===== config.mk =====
export PLATFORM = sky130hd
export DESIGN_NAME = thermal_bitmap_chunk_framer
export DESIGN_NICKNAME = d
export VERILOG_FILES = /design/src/tbcf_pkg.sv /design/src/tbcf_front.sv /design/src/tbcf_cmd_fifo.sv /design/src/tbcf_back.sv /design/src/thermal_bitmap_chunk_framer.sv
export SDC_FILE = /design/constraint.sdc
export NUM_CORES = 1
export LEC_CHECK = 0
export BUFFER_PORTS_ARGS = -buffer_cell sky130_fd_sc_hd__buf_2
export CAP_MARGIN = 20
export CORE_MARGIN = 2
export CORE_UTILIZATION = 40
export CTS_CLUSTER_DIAMETER = 50
export DETAILED_ROUTE_END_ITERATION = 16
export GPL_TIMING_DRIVEN = 1
export HOLD_SLACK_MARGIN = 0.03
export PLACE_DENSITY_LB_ADDON = 0.1
export SYNTH_ARGS = -nofsm -noshare
export SYNTH_HDL_FRONTEND = slang
export SYNTH_HIERARCHICAL = 1
export SYNTH_SLANG_ARGS = --single-unit

===== constraint.sdc =====
create_clock -name aclk -period 6.9 [get_ports aclk]
set_input_delay 0.69 -clock aclk [delete_from_list [all_inputs] [get_ports aclk]]
set_output_delay 0.69 -clock aclk [all_outputs]
set_load 0.03 [all_outputs]

===== src/tbcf_pkg.sv =====
// tbcf_pkg: shared types, constants and helper functions for the raster framer
// used by tbcf_front, tbcf_cmd_fifo, tbcf_back and thermal_bitmap_chunk_framer
`timescale 1ns / 1ps

package tbcf_pkg;

    // configuration register indexes
    localparam logic REG_IMAGE_WIDTH  = 1'b0;
    localparam logic REG_IMAGE_HEIGHT = 1'b1;

    localparam int CFG_DATA_W = 16;
    localparam int WIDTH_W    = 14;
    localparam int HEIGHT_W   = 16;

    // row clipping and width clamp
    localparam logic [10:0]        MAX_ROW_BYTES = 11'd48;
    localparam logic [WIDTH_W-1:0] MAX_WIDTH_PIX = 14'd8192;

    // framing bytes
    localparam logic [7:0] HDR_DC2   = 8'h12;
    localparam logic [7:0] HDR_STAR  = 8'h2A;
    localparam logic [7:0] FORM_FEED = 8'h0C;

    // one classified input word, handed from front to back
    typedef struct packed {
        logic       hdr;
        logic [7:0] rows;
        logic [5:0] clip;
        logic       data;
        logic [7:0] data_byte;
        logic       ff;
    } tbcf_cmd_t;

    // rows per chunk: 256 buffer bytes over the clipped row length, held to 1..255
    function automatic logic [7:0] chunk_limit_lut(input logic [5:0] clip);
        logic [7:0] lim;
        unique case (clip)
            6'd1:  lim = 8'd255;
            6'd2:  lim = 8'd128;
            6'd3:  lim = 8'd85;
            6'd4:  lim = 8'd64;
            6'd5:  lim = 8'd51;
            6'd6:  lim = 8'd42;
            6'd7:  lim = 8'd36;
            6'd8:  lim = 8'd32;
            6'd9:  lim = 8'd28;
            6'd10: lim = 8'd25;
            6'd11: lim = 8'd23;
            6'd12: lim = 8'd21;
            6'd13: lim = 8'd19;
            6'd14: lim = 8'd18;
            6'd15: lim = 8'd17;
            6'd16: lim = 8'd16;
            6'd17: lim = 8'd15;
            6'd18: lim = 8'd14;
            6'd19: lim = 8'd13;
            6'd20, 6'd21: lim = 8'd12;
            6'd22, 6'd23: lim = 8'd11;
            6'd24, 6'd25: lim = 8'd10;
            6'd26, 6'd27, 6'd28: lim = 8'd9;
            6'd29, 6'd30, 6'd31, 6'd32: lim = 8'd8;
            6'd33, 6'd34, 6'd35, 6'd36: lim = 8'd7;
            6'd37, 6'd38, 6'd39, 6'd40, 6'd41, 6'd42: lim = 8'd6;
            6'd43, 6'd44, 6'd45, 6'd46, 6'd47, 6'd48: lim = 8'd5;
            default: lim = 8'd1;
        endcase
        return lim;
    endfunction

    // bit-reverse then invert a pixel byte
    function automatic logic [7:0] flip_invert(input logic [7:0] b);
        logic [7:0] r;
        for (int k = 0; k < 8; k++) begin
            r[7-k] = b[k];
        end
        return ~r;
    endfunction

endpackage


===== src/tbcf_front.sv =====
// tbcf_front: configuration registers, row/chunk counters and word classification
// depends on tbcf_pkg; feeds tbcf_cmd_fifo
`timescale 1ns / 1ps

module tbcf_front
    import tbcf_pkg::*;
(
    input  logic                  aclk,
    input  logic                  aresetn,
    input  logic                  cfg_wr_en,
    input  logic                  cfg_addr,
    input  logic [CFG_DATA_W-1:0] cfg_wr_data,
    input  logic                  s_tvalid,
    output logic                  s_tready,
    input  logic [7:0]            s_tdata,    // [7:0] pixel_byte
    input  logic                  q_full,
    output logic                  q_push,
    output tbcf_cmd_t             q_push_cmd
);

    logic [WIDTH_W-1:0]  width_reg;
    logic [HEIGHT_W-1:0] height_reg;
    logic [9:0]          col_reg, col_next;
    logic [15:0]         row_reg, row_next;
    logic [7:0]          ric_reg, ric_next;
    logic [7:0]          limit_reg, limit_next;

    logic [WIDTH_W-1:0] w_clamp;
    logic [WIDTH_W-1:0] w_plus;
    logic [10:0]        row_bytes;
    logic [5:0]         clip;
    logic [15:0]        h;
    logic               start;
    logic [7:0]         lim;
    logic [15:0]        left;
    logic [7:0]         rows;
    logic [10:0]        col_plus;
    logic [16:0]        row_plus;
    logic [7:0]         ric_plus;
    logic               row_end, img_end, accept;
    tbcf_cmd_t          cmd;

    assign s_tready = !q_full;
    assign accept   = s_tvalid && s_tready;

    // row geometry from the registers
    always_comb begin
        if (width_reg == '0) begin
            w_clamp = 14'd1;
        end else if (width_reg > MAX_WIDTH_PIX) begin
            w_clamp = MAX_WIDTH_PIX;
        end else begin
            w_clamp = width_reg;
        end
        w_plus    = w_clamp + 14'd7;
        row_bytes = w_plus[13:3];
        clip      = (row_bytes >= MAX_ROW_BYTES) ? MAX_ROW_BYTES[5:0] : row_bytes[5:0];
        h         = (height_reg == '0) ? 16'd1 : height_reg;
    end

    // chunk header contents and end of row / image
    always_comb begin
        start    = (row_reg == '0) && (col_reg == '0);
        lim      = start ? chunk_limit_lut(clip) : limit_reg;
        left     = (h > row_reg) ? (h - row_reg) : 16'd1;
        rows     = (left > {8'd0, lim}) ? lim : left[7:0];
        if (rows == '0) begin
            rows = 8'd1;
        end
        col_plus = {1'b0, col_reg} + 11'd1;
        row_plus = {1'b0, row_reg} + 17'd1;
        ric_plus = ric_reg + 8'd1;
        row_end  = col_plus >= row_bytes;
        img_end  = row_plus >= {1'b0, h};

        cmd.hdr       = (col_reg == '0) && (ric_reg == '0);
        cmd.rows      = rows;
        cmd.clip      = clip;
        cmd.data      = col_reg < {4'd0, clip};
        cmd.data_byte = flip_invert(s_tdata);
        cmd.ff        = row_end && img_end;
    end

    // counter update for an accepted word
    always_comb begin
        col_next   = col_reg;
        row_next   = row_reg;
        ric_next   = ric_reg;
        limit_next = limit_reg;
        if (accept) begin
            limit_next = lim;
            if (row_end) begin
                col_next = '0;
                if (img_end) begin
                    row_next = '0;
                    ric_next = '0;
                end else begin
                    row_next = row_plus[15:0];
                    ric_next = (ric_plus >= lim) ? 8'd0 : ric_plus;
                end
            end else begin
                col_next = col_plus[9:0];
            end
        end
    end

    // words that make no output byte are not queued
    assign q_push     = accept && (cmd.hdr || cmd.data || cmd.ff);
    assign q_push_cmd = cmd;

    always_ff @(posedge aclk) begin
        if (!aresetn) begin
            width_reg  <= 14'd384;
            height_reg <= 16'd1;
            col_reg    <= '0;
            row_reg    <= '0;
            ric_reg    <= '0;
            limit_reg  <= '0;
        end else begin
            col_reg   <= col_next;
            row_reg   <= row_next;
            ric_reg   <= ric_next;
            limit_reg <= limit_next;
            if (cfg_wr_en) begin
                unique case (cfg_addr)
                    REG_IMAGE_WIDTH:  width_reg  <= cfg_wr_data[WIDTH_W-1:0];
                    REG_IMAGE_HEIGHT: height_reg <= cfg_wr_data[HEIGHT_W-1:0];
                    default: ;
                endcase
            end
        end
    end

endmodule


===== src/tbcf_cmd_fifo.sv =====
// tbcf_cmd_fifo: four-entry queue of classified words between front and back
// depends on tbcf_pkg
`timescale 1ns / 1ps

module tbcf_cmd_fifo
    import tbcf_pkg::*;
(
    input  logic      aclk,
    input  logic      aresetn,
    input  logic      push,
    input  tbcf_cmd_t push_cmd,
    output logic      full,
    input  logic      pop,
    output tbcf_cmd_t head_cmd,
    output logic      empty
);

    tbcf_cmd_t  mem_reg [0:3];
    logic [1:0] wr_ptr_reg, rd_ptr_reg;
    logic [2:0] count_reg;
    logic       do_push, do_pop;

    assign full     = (count_reg == 3'd4);
    assign empty    = (count_reg == 3'd0);
    assign do_push  = push && !full;
    assign do_pop   = pop && !empty;
    assign head_cmd = mem_reg[rd_ptr_reg];

    // storage
    always_ff @(posedge aclk) begin
        if (do_push) begin
            mem_reg[wr_ptr_reg] <= push_cmd;
        end
    end

    // pointers and fill count
    always_ff @(posedge aclk) begin
        if (!aresetn) begin
            wr_ptr_reg <= '0;
            rd_ptr_reg <= '0;
            count_reg  <= '0;
        end else begin
            if (do_push) begin
                wr_ptr_reg <= wr_ptr_reg + 2'd1;
            end
            if (do_pop) begin
                rd_ptr_reg <= rd_ptr_reg + 2'd1;
            end
            if (do_push && !do_pop) begin
                count_reg <= count_reg + 3'd1;
            end else if (do_pop && !do_push) begin
                count_reg <= count_reg - 3'd1;
            end
        end
    end

endmodule


===== src/tbcf_back.sv =====
// tbcf_back: expands a queued word into header, data and form feed bytes
// depends on tbcf_pkg; drives the output register of the result channel
`timescale 1ns / 1ps

module tbcf_back
    import tbcf_pkg::*;
(
    input  logic       aclk,
    input  logic       aresetn,
    input  tbcf_cmd_t  head_cmd,
    input  logic       q_empty,
    output logic       q_pop,
    output logic       m_tvalid,
    input  logic       m_tready,
    output logic [7:0] m_tdata,    // [7:0] out_byte
    output logic       m_tlast     // last_of_run
);

    // byte slots: four header bytes, data byte, form feed
    localparam int SLOT_ROWS = 2;
    localparam int SLOT_CLIP = 3;
    localparam int SLOT_DATA = 4;
    localparam int SLOT_FF   = 5;

    tbcf_cmd_t  cmd_reg;
    logic [5:0] mask_reg, mask_next;
    logic       m_tvalid_reg;
    logic [7:0] m_tdata_reg;
    logic       m_tlast_reg;

    logic       busy, can_emit, last;
    logic [5:0] pick, mask_after;
    logic [7:0] byte_out;

    assign busy     = (mask_reg != '0);
    assign can_emit = busy && (!m_tvalid_reg || m_tready);

    // lowest pending slot goes out first
    always_comb begin
        pick       = mask_reg & (~mask_reg + 6'd1);
        mask_after = mask_reg & ~pick;
        last       = (mask_after == '0);
        priority case (1'b1)
            pick[SLOT_FF]:   byte_out = FORM_FEED;
            pick[SLOT_DATA]: byte_out = cmd_reg.data_byte;
            pick[SLOT_CLIP]: byte_out = {2'b00, cmd_reg.clip};
            pick[SLOT_ROWS]: byte_out = cmd_reg.rows;
            pick[1]:         byte_out = HDR_STAR;
            default:         byte_out = HDR_DC2;
        endcase
    end

    // take the next word when idle or on the last byte of the current one
    assign q_pop = !q_empty && (!busy || (can_emit && last));

    always_comb begin
        mask_next = mask_reg;
        if (q_pop) begin
            mask_next = {head_cmd.ff, head_cmd.data, {4{head_cmd.hdr}}};
        end else if (can_emit) begin
            mask_next = mask_after;
        end
    end

    always_ff @(posedge aclk) begin
        if (q_pop) begin
            cmd_reg <= head_cmd;
        end
        if (can_emit) begin
            m_tdata_reg <= byte_out;
            m_tlast_reg <= last;
        end
    end

    always_ff @(posedge aclk) begin
        if (!aresetn) begin
            mask_reg     <= '0;
            m_tvalid_reg <= 1'b0;
        end else begin
            mask_reg <= mask_next;
            if (can_emit) begin
                m_tvalid_reg <= 1'b1;
            end else if (m_tready) begin
                m_tvalid_reg <= 1'b0;
            end
        end
    end

    assign m_tvalid = m_tvalid_reg;
    assign m_tdata  = m_tdata_reg;
    assign m_tlast  = m_tlast_reg;

endmodule


===== src/thermal_bitmap_chunk_framer.sv =====
// thermal_bitmap_chunk_framer: top level of the raster framer for a thermal printer
// depends on tbcf_pkg, tbcf_front, tbcf_cmd_fifo, tbcf_back
//
// Usage:
//   s_ channel takes bitmap bytes in row-major order, one word per handshake.
//   m_ channel gives printer bytes: a four-byte chunk header (0x12, '*', rows,
//   clipped row bytes) before each chunk, the bit-reversed and inverted data
//   bytes of each row clipped to 48, and a form feed after the last image byte.
//   m_tlast marks the final byte caused by one input word.
//   cfg_wr_en / cfg_addr / cfg_wr_data write width (index 0) and height (index 1);
//   write only while the block is idle.
// Path: an accepted word is written into the queue, then taken into the back's
//   word register, and its bytes leave through the output register.
// Throughput: the front accepts one word per cycle while the four-word queue
//   has room; the back sends one byte per cycle while m_tready is high. A word
//   makes one byte as plain data, up to six at a chunk start; words past the
//   row clip make no bytes and are not queued, bar the form feed ending an image.
// Stall: when m_tready is low the output register holds, the queue fills and
//   s_tready drops once four words are waiting.
// Reset: aresetn (synchronous, active low) empties the queue, clears the row
//   and chunk counters and loads width 384, height 1.
`timescale 1ns / 1ps

module thermal_bitmap_chunk_framer
    import tbcf_pkg::*;
(
    input  logic                  aclk,
    input  logic                  aresetn,
    input  logic                  cfg_wr_en,
    input  logic                  cfg_addr,
    input  logic [CFG_DATA_W-1:0] cfg_wr_data,
    input  logic                  s_tvalid,
    output logic                  s_tready,
    input  logic [7:0]            s_tdata,    // [7:0] pixel_byte
    output logic                  m_tvalid,
    input  logic                  m_tready,
    output logic [7:0]            m_tdata,    // [7:0] out_byte
    output logic                  m_tlast     // last_of_run
);

    logic      q_full, q_push, q_pop, q_empty;
    tbcf_cmd_t q_push_cmd, q_head_cmd;

    // classify incoming words
    tbcf_front u_front (
        .aclk        (aclk),
        .aresetn     (aresetn),
        .cfg_wr_en   (cfg_wr_en),
        .cfg_addr    (cfg_addr),
        .cfg_wr_data (cfg_wr_data),
        .s_tvalid    (s_tvalid),
        .s_tready    (s_tready),
        .s_tdata     (s_tdata),
        .q_full      (q_full),
        .q_push      (q_push),
        .q_push_cmd  (q_push_cmd)
    );

    // decoupling queue
    tbcf_cmd_fifo u_fifo (
        .aclk     (aclk),
        .aresetn  (aresetn),
        .push     (q_push),
        .push_cmd (q_push_cmd),
        .full     (q_full),
        .pop      (q_pop),
        .head_cmd (q_head_cmd),
        .empty    (q_empty)
    );

    // byte sequencer and output register
    tbcf_back u_back (
        .aclk     (aclk),
        .aresetn  (aresetn),
        .head_cmd (q_head_cmd),
        .q_empty  (q_empty),
        .q_pop    (q_pop),
        .m_tvalid (m_tvalid),
        .m_tready (m_tready),
        .m_tdata  (m_tdata),
        .m_tlast  (m_tlast)
    );

endmodule


After elaboration in Yosys (flattened, before gate mapping)
Memories as Yosys holds them, arrays and structs flattened. A register that Yosys moved wholly into a read port is not among the register bits.
Index checks and enable logic that the tools add are counted.
{"block": "totals", "regBits": 117, "mem_bits_rw": 100, "romBits": 512, "input_bits": 30, "output_inout_bits": 11, "word_cells": 106, "n_memories": 2}
{"name": "(name not given)", "words": 64, "word_bits": 8, "rd": 1, "rd_ports_with_merged_regs": 0, "write_ports": 0, "line_no": "tbcf_pkg.sv:37", "text": "unique case (clip)"}
{"name": "u_fifo.mem_reg", "words": 4, "word_bits": 25, "rd": 1, "rd_ports_with_merged_regs": 1, "write_ports": 1, "line_no": "tbcf_cmd_fifo.sv:18", "text": "tbcf_cmd_t mem_reg [0:3];"}
{"block": "op_classes", "n_addsub": 10, "order_cmp": 8, "eq_ne": 1, "n_mux": 26, "bitwise_logic": 6, "n_reduce_logical": 37}
{"cell": "8-bit 2-to-1 mux", "count": 8}
{"cell": "16-bit 2-to-1 mux", "count": 3}
{"cell": "16-bit zero test", "count": 2}
{"cell": "14-bit 2-to-1 mux", "count": 2}
{"cell": "6-bit 2-to-1 mux", "count": 4}
{"cell": "16-bit by 1-bit adder with 17-bit output, second input constant", "count": 1}
{"cell": "17-bit by 16-bit >= comparator with 1-bit output", "count": 1}
{"cell": "16-bit greater-than comparator", "count": 1}
{"cell": "16-bit by 8-bit greater-than comparator with 1-bit output", "count": 1}
{"cell": "8-bit zero test", "count": 2}
{"cell": "16-bit subtractor", "count": 1}
{"cell": "14-bit by 3-bit adder with 14-bit output, second input constant", "count": 1}
{"cell": "14-bit greater-than comparator, second input constant", "count": 1}
{"cell": "14-bit zero test", "count": 1}
{"cell": "6-bit AND", "count": 2}
{"cell": "1-bit logical AND", "count": 12}
{"cell": "6-bit inverter", "count": 2}
{"cell": "10-bit by 1-bit adder with 11-bit output, second input constant", "count": 1}
{"cell": "11-bit >= comparator", "count": 1}
{"cell": "11-bit by 6-bit >= comparator with 1-bit output, second input constant", "count": 1}
{"cell": "10-bit zero test", "count": 1}
{"cell": "10-bit by 6-bit < comparator with 1-bit output", "count": 1}
{"cell": "10-bit 2-to-1 mux", "count": 1}
{"cell": "8-bit by 1-bit adder with 8-bit output, second input constant", "count": 1}
{"cell": "other kinds (18)", "count": 36}

Longest topological paths before layout
{"block": "depth", "ltp_word": 15, "ltp_mapped": 25, "mapped_depth_nobuf": 24}

Hierarchy
The synthesis kept the hierarchy.
{"module": "tbcf_front", "n_inst": 1, "cells_per_inst": 944, "area_per_inst_um2": 7058.0}
{"module": "tbcf_cmd_fifo", "n_inst": 1, "cells_per_inst": 179, "area_per_inst_um2": 4121.5}
{"module": "tbcf_back", "n_inst": 1, "cells_per_inst": 122, "area_per_inst_um2": 1614.0}

Worst setup path before layout
No wires, ideal clock.
{"block": "synth_path", "kind": "reg2reg", "startpoint": "reg u_front.width_reg[0]", "endpoint": "mem u_fifo/mem_reg[0][22] (netlist bit), data pin", "t_arrival_ps": 5153, "setup_slack_ps": 1452, "path_stages_with_launch": 25, "synth_period_minus_slack_ps": 5448, "path_cell_list": "dfxtp_1 -> o311a_1 -> buf_2 -> and4_1 -> buf_2 -> mux2i_2 -> nor3_1 -> and2_1 -> inv_1 -> ha_1 -> clkbuf_4 -> mux2_2 -> a22oi_1 -> o211ai_1 -> a22oi_2 -> ha_1 -> and3_1 -> o21ai_0 -> a31oi_1 -> o21a_1 -> or3_1 -> nor4_1 -> a41o_2 -> clkbuf_1 -> o21ai_0"}
{"element": "start, declared", "line_no": "tbcf_front.sv:21", "text": "logic [WIDTH_W-1:0] width_reg;"}
{"element": "start signal, assigned", "line_no": "tbcf_front.sv:126", "text": "REG_IMAGE_WIDTH: width_reg <= cfg_wr_data[WIDTH_W-1:0];"}
{"element": "end, declared", "line_no": "tbcf_cmd_fifo.sv:18"}

==> out/metrics.csv <==
metric;value;unit
Post-DP HPWL;22900;microns
Worst EP arrival;6.75;ns
run status;finished, final reports clean;
worst-margin pin slew;0.870;ns
synth-to-layout area growth;10.8;%
first-pass GRT wire length;50800;microns
Inserted Diodes;0;
wirelength, routed;31500;microns
clk slew on worst S/H paths;0.06;ns
total of max-cap violations;0;
RD Place Congestion;0.942;
Synth warnings;6;
Final Cycle Share;90.8;%
R2R cell count;24;
die width;183;microns
initial DRC count;715;
count leader, synth;nand2_1;
design area;0.0142;sq mm
Die Height;183;microns
Layout Nets;1373;
Die ar.;0.0334;sq mm
final hold vios;0;
setup TNS;0;ns
Core ar.;0.0316;sq mm
routed vias;9407;
antenna violations before repair;0;
PwrDens;317;mW/mm^2
pin count of the biggest net entering global routing;50;
quantity of I/O buffers inserted on ports;40;
leakage power;5.40;nW
Num CTS Buffers;28;
# resized after CTS;0;
Post-Syn Instances;1245;
Mapped Nets;1359;
layout filler cell count;3034;
Max Slew Vio Count;0;
clock sinks;219;
total congestion overflow;0;
H-Tree Depth;1;
Post-CTS Setup Inserts;0;
endpoints failing setup;0;
post-synth top area share;30.7;%
IO Pins;41;
register area share after synthesis;44.5;%
Routed wire per std cell;18.8;microns
Initial Util;40.5;%
Mapped Area;0.0128;sq mm
Total GRT Usage;19.1;%
Post-synth EDFFs;131;
DR DRC count;0;
Worst Setup End Kind;flop;
RSZ-0062 raised after global routing;no;
root buf cell;clkbuf_16;
worst-path fanout max;7;
cell taking the most area after synthesis;edfxtp_1;
Final Core Density;44.9;%
nature of the critical path startpoint;flop;
Yosys reg bits;219;
DR pass1 iterations;5;
Setup CP Type;flop to flop;
layout cell share with drive strength beyond 1;13.5;%
Primary FF master, synth;edfxtp_1;
Max rail drop VDD;0.224;mV
routed vias/inst;5.60;
min cycle time layout;6.26;ns
clock latency at the later pin of the worst-skew pair;0.56;ns
Synth cell types;104;
Final ANT Viol Nets;0;
Hold Path Stages;3;
R2R setup slack;0.64;ns
Max Freq;160;MHz
vias in the first global route;9308;
relative slew slack;41.7;%
CTS Buffer Depth;3;
Setup Skew;0.0164;ns
DP Area;0.0132;sq mm
Post-CTS Hold Buffers;0;
synth cell count leaders;nand2_1, edfxtp_1, dfxtp_1;
ys async rst share;0;%
syn_area_per_cell;10.3;sq um
total power draw;4.49;mW
Critical Path RT;7.39;ns
largest cells by area after synthesis;edfxtp_1, dfxtp_1, ha_1, mux4_2, nand2_1;
worst hold path class;input port to flop;
CTS tree;yes;
max FFs per register;100;
# rows;65;
-- per-stage QoR --
stage                     std cells  hold slack [ns]  setup WS, ns
after floorplan                1245            0.431          1.45
after global placement         1630            0.445         0.453
after detailed placement       1631            0.448         0.394
after CTS                      1681            0.354         0.376
after global routing           1681            0.371         0.116
final                          1681            0.370         0.635
-- kinds of logic (layout without fill, tap and decap cells) --
logic type | Yosys count | count (layout) | share of synthesized area (%)
adder cells (fa/ha/maj) | 86 | 86 | 8.49
buffers and inverters | 149 | 183 | 5.60
AND/OR/NAND/NOR | 432 | 432 | 17.5
AO/OA/AOI/OAI | 270 | 270 | 14.9
flip-flops | 219 | 219 | 44.5
multiplexers | 37 | 37 | 5.40
XOR/XNOR | 52 | 52 | 3.56
-- critical path, stage by stage (launching register included) --
cell and delay, ns:
dfxtp_1 0.41, inv_1 0.10, nor3_1 0.48, and3_1 0.31, and3_1 0.30, and2_0 0.34
nand3_1 0.14, xnor2_1 0.18, ha_1 0.32, nand3_1 0.19, nor3_1 0.33, nand2_1 0.10
nand2_1 0.07, a31oi_1 0.11, and2_1 0.24, a211oi_2 0.48, nor2_1 0.07, a31oi_1 0.22
nor2b_1 0.48, ha_1 0.27, inv_1 0.06, fa_1 0.37, xor2_1 0.15, or3_1 0.30
a21boi_1 0.14
-- power breakdown --
group | total [mW] | leakage (nW) | internal (mW) | switching, mW
registers | 1.83 | 1.93 | 1.70 | 0.129
clock network | 1.49 | 0.463 | 0.912 | 0.579
logic | 1.17 | 3.01 | 0.452 | 0.718
total | 4.49 | 5.40 | 3.06 | 1.43
-- final timing paths --
check                                    start                           endpoint
min reg2reg  u_front/limit_reg[3]$_SDFFE_PN0P_  u_front/limit_reg[3]$_SDFFE_PN0P_
min                             cfg_wr_data[7]  u_front/width_reg[7]$_SDFFE_PN1P_
max            u_front/row_reg[0]$_SDFFE_PN0P_   u_fifo/count_reg[2]$_SDFFE_PN0P_
max reg2reg    u_front/row_reg[0]$_SDFFE_PN0P_   u_fifo/count_reg[2]$_SDFFE_PN0P_
-- layout make-up --
cell class / count / area, sq um / share of cell area [%]
Multi-Input combinational cell: 877 / 6390 / 45.1
Sequential cell: 219 / 5700 / 40.2
Clock buffer: 32 / 726 / 5.12
Tap cell: 402 / 503 / 3.55
Timing Repair Buffer: 58 / 339 / 2.39
Inverter: 75 / 287 / 2.02
Clock inverter: 18 / 236 / 1.67
-- placed cells by master, fill, tap and decap left out, drive strengths merged, types with 29 or more instances in the layout --
cell,netlist,routed
nor2,60,60
dfxtp,88,88
nor3,29,29
o21ai,42,42
xnor2,32,32
clkbuf,56,32
nand2,137,137
edfxtp,131,131
inv,74,77
a21oi,71,71
buf,18,58
nand3,46,46
ha,82,82
and3,32,32
-- per-layer routing --
metal / vias to the layer above / track usage, % / wire length (microns)
met2: 224 / 32.2 / 14900
met5: - / 0 / 0
li1: 4633 / - / -
met4: 0 / 5.60 / 942
met3: 56 / 2.92 / 1290
met1: 4494 / 25.4 / 14400
Note: power is estimated with default switching activity, not from simulation.
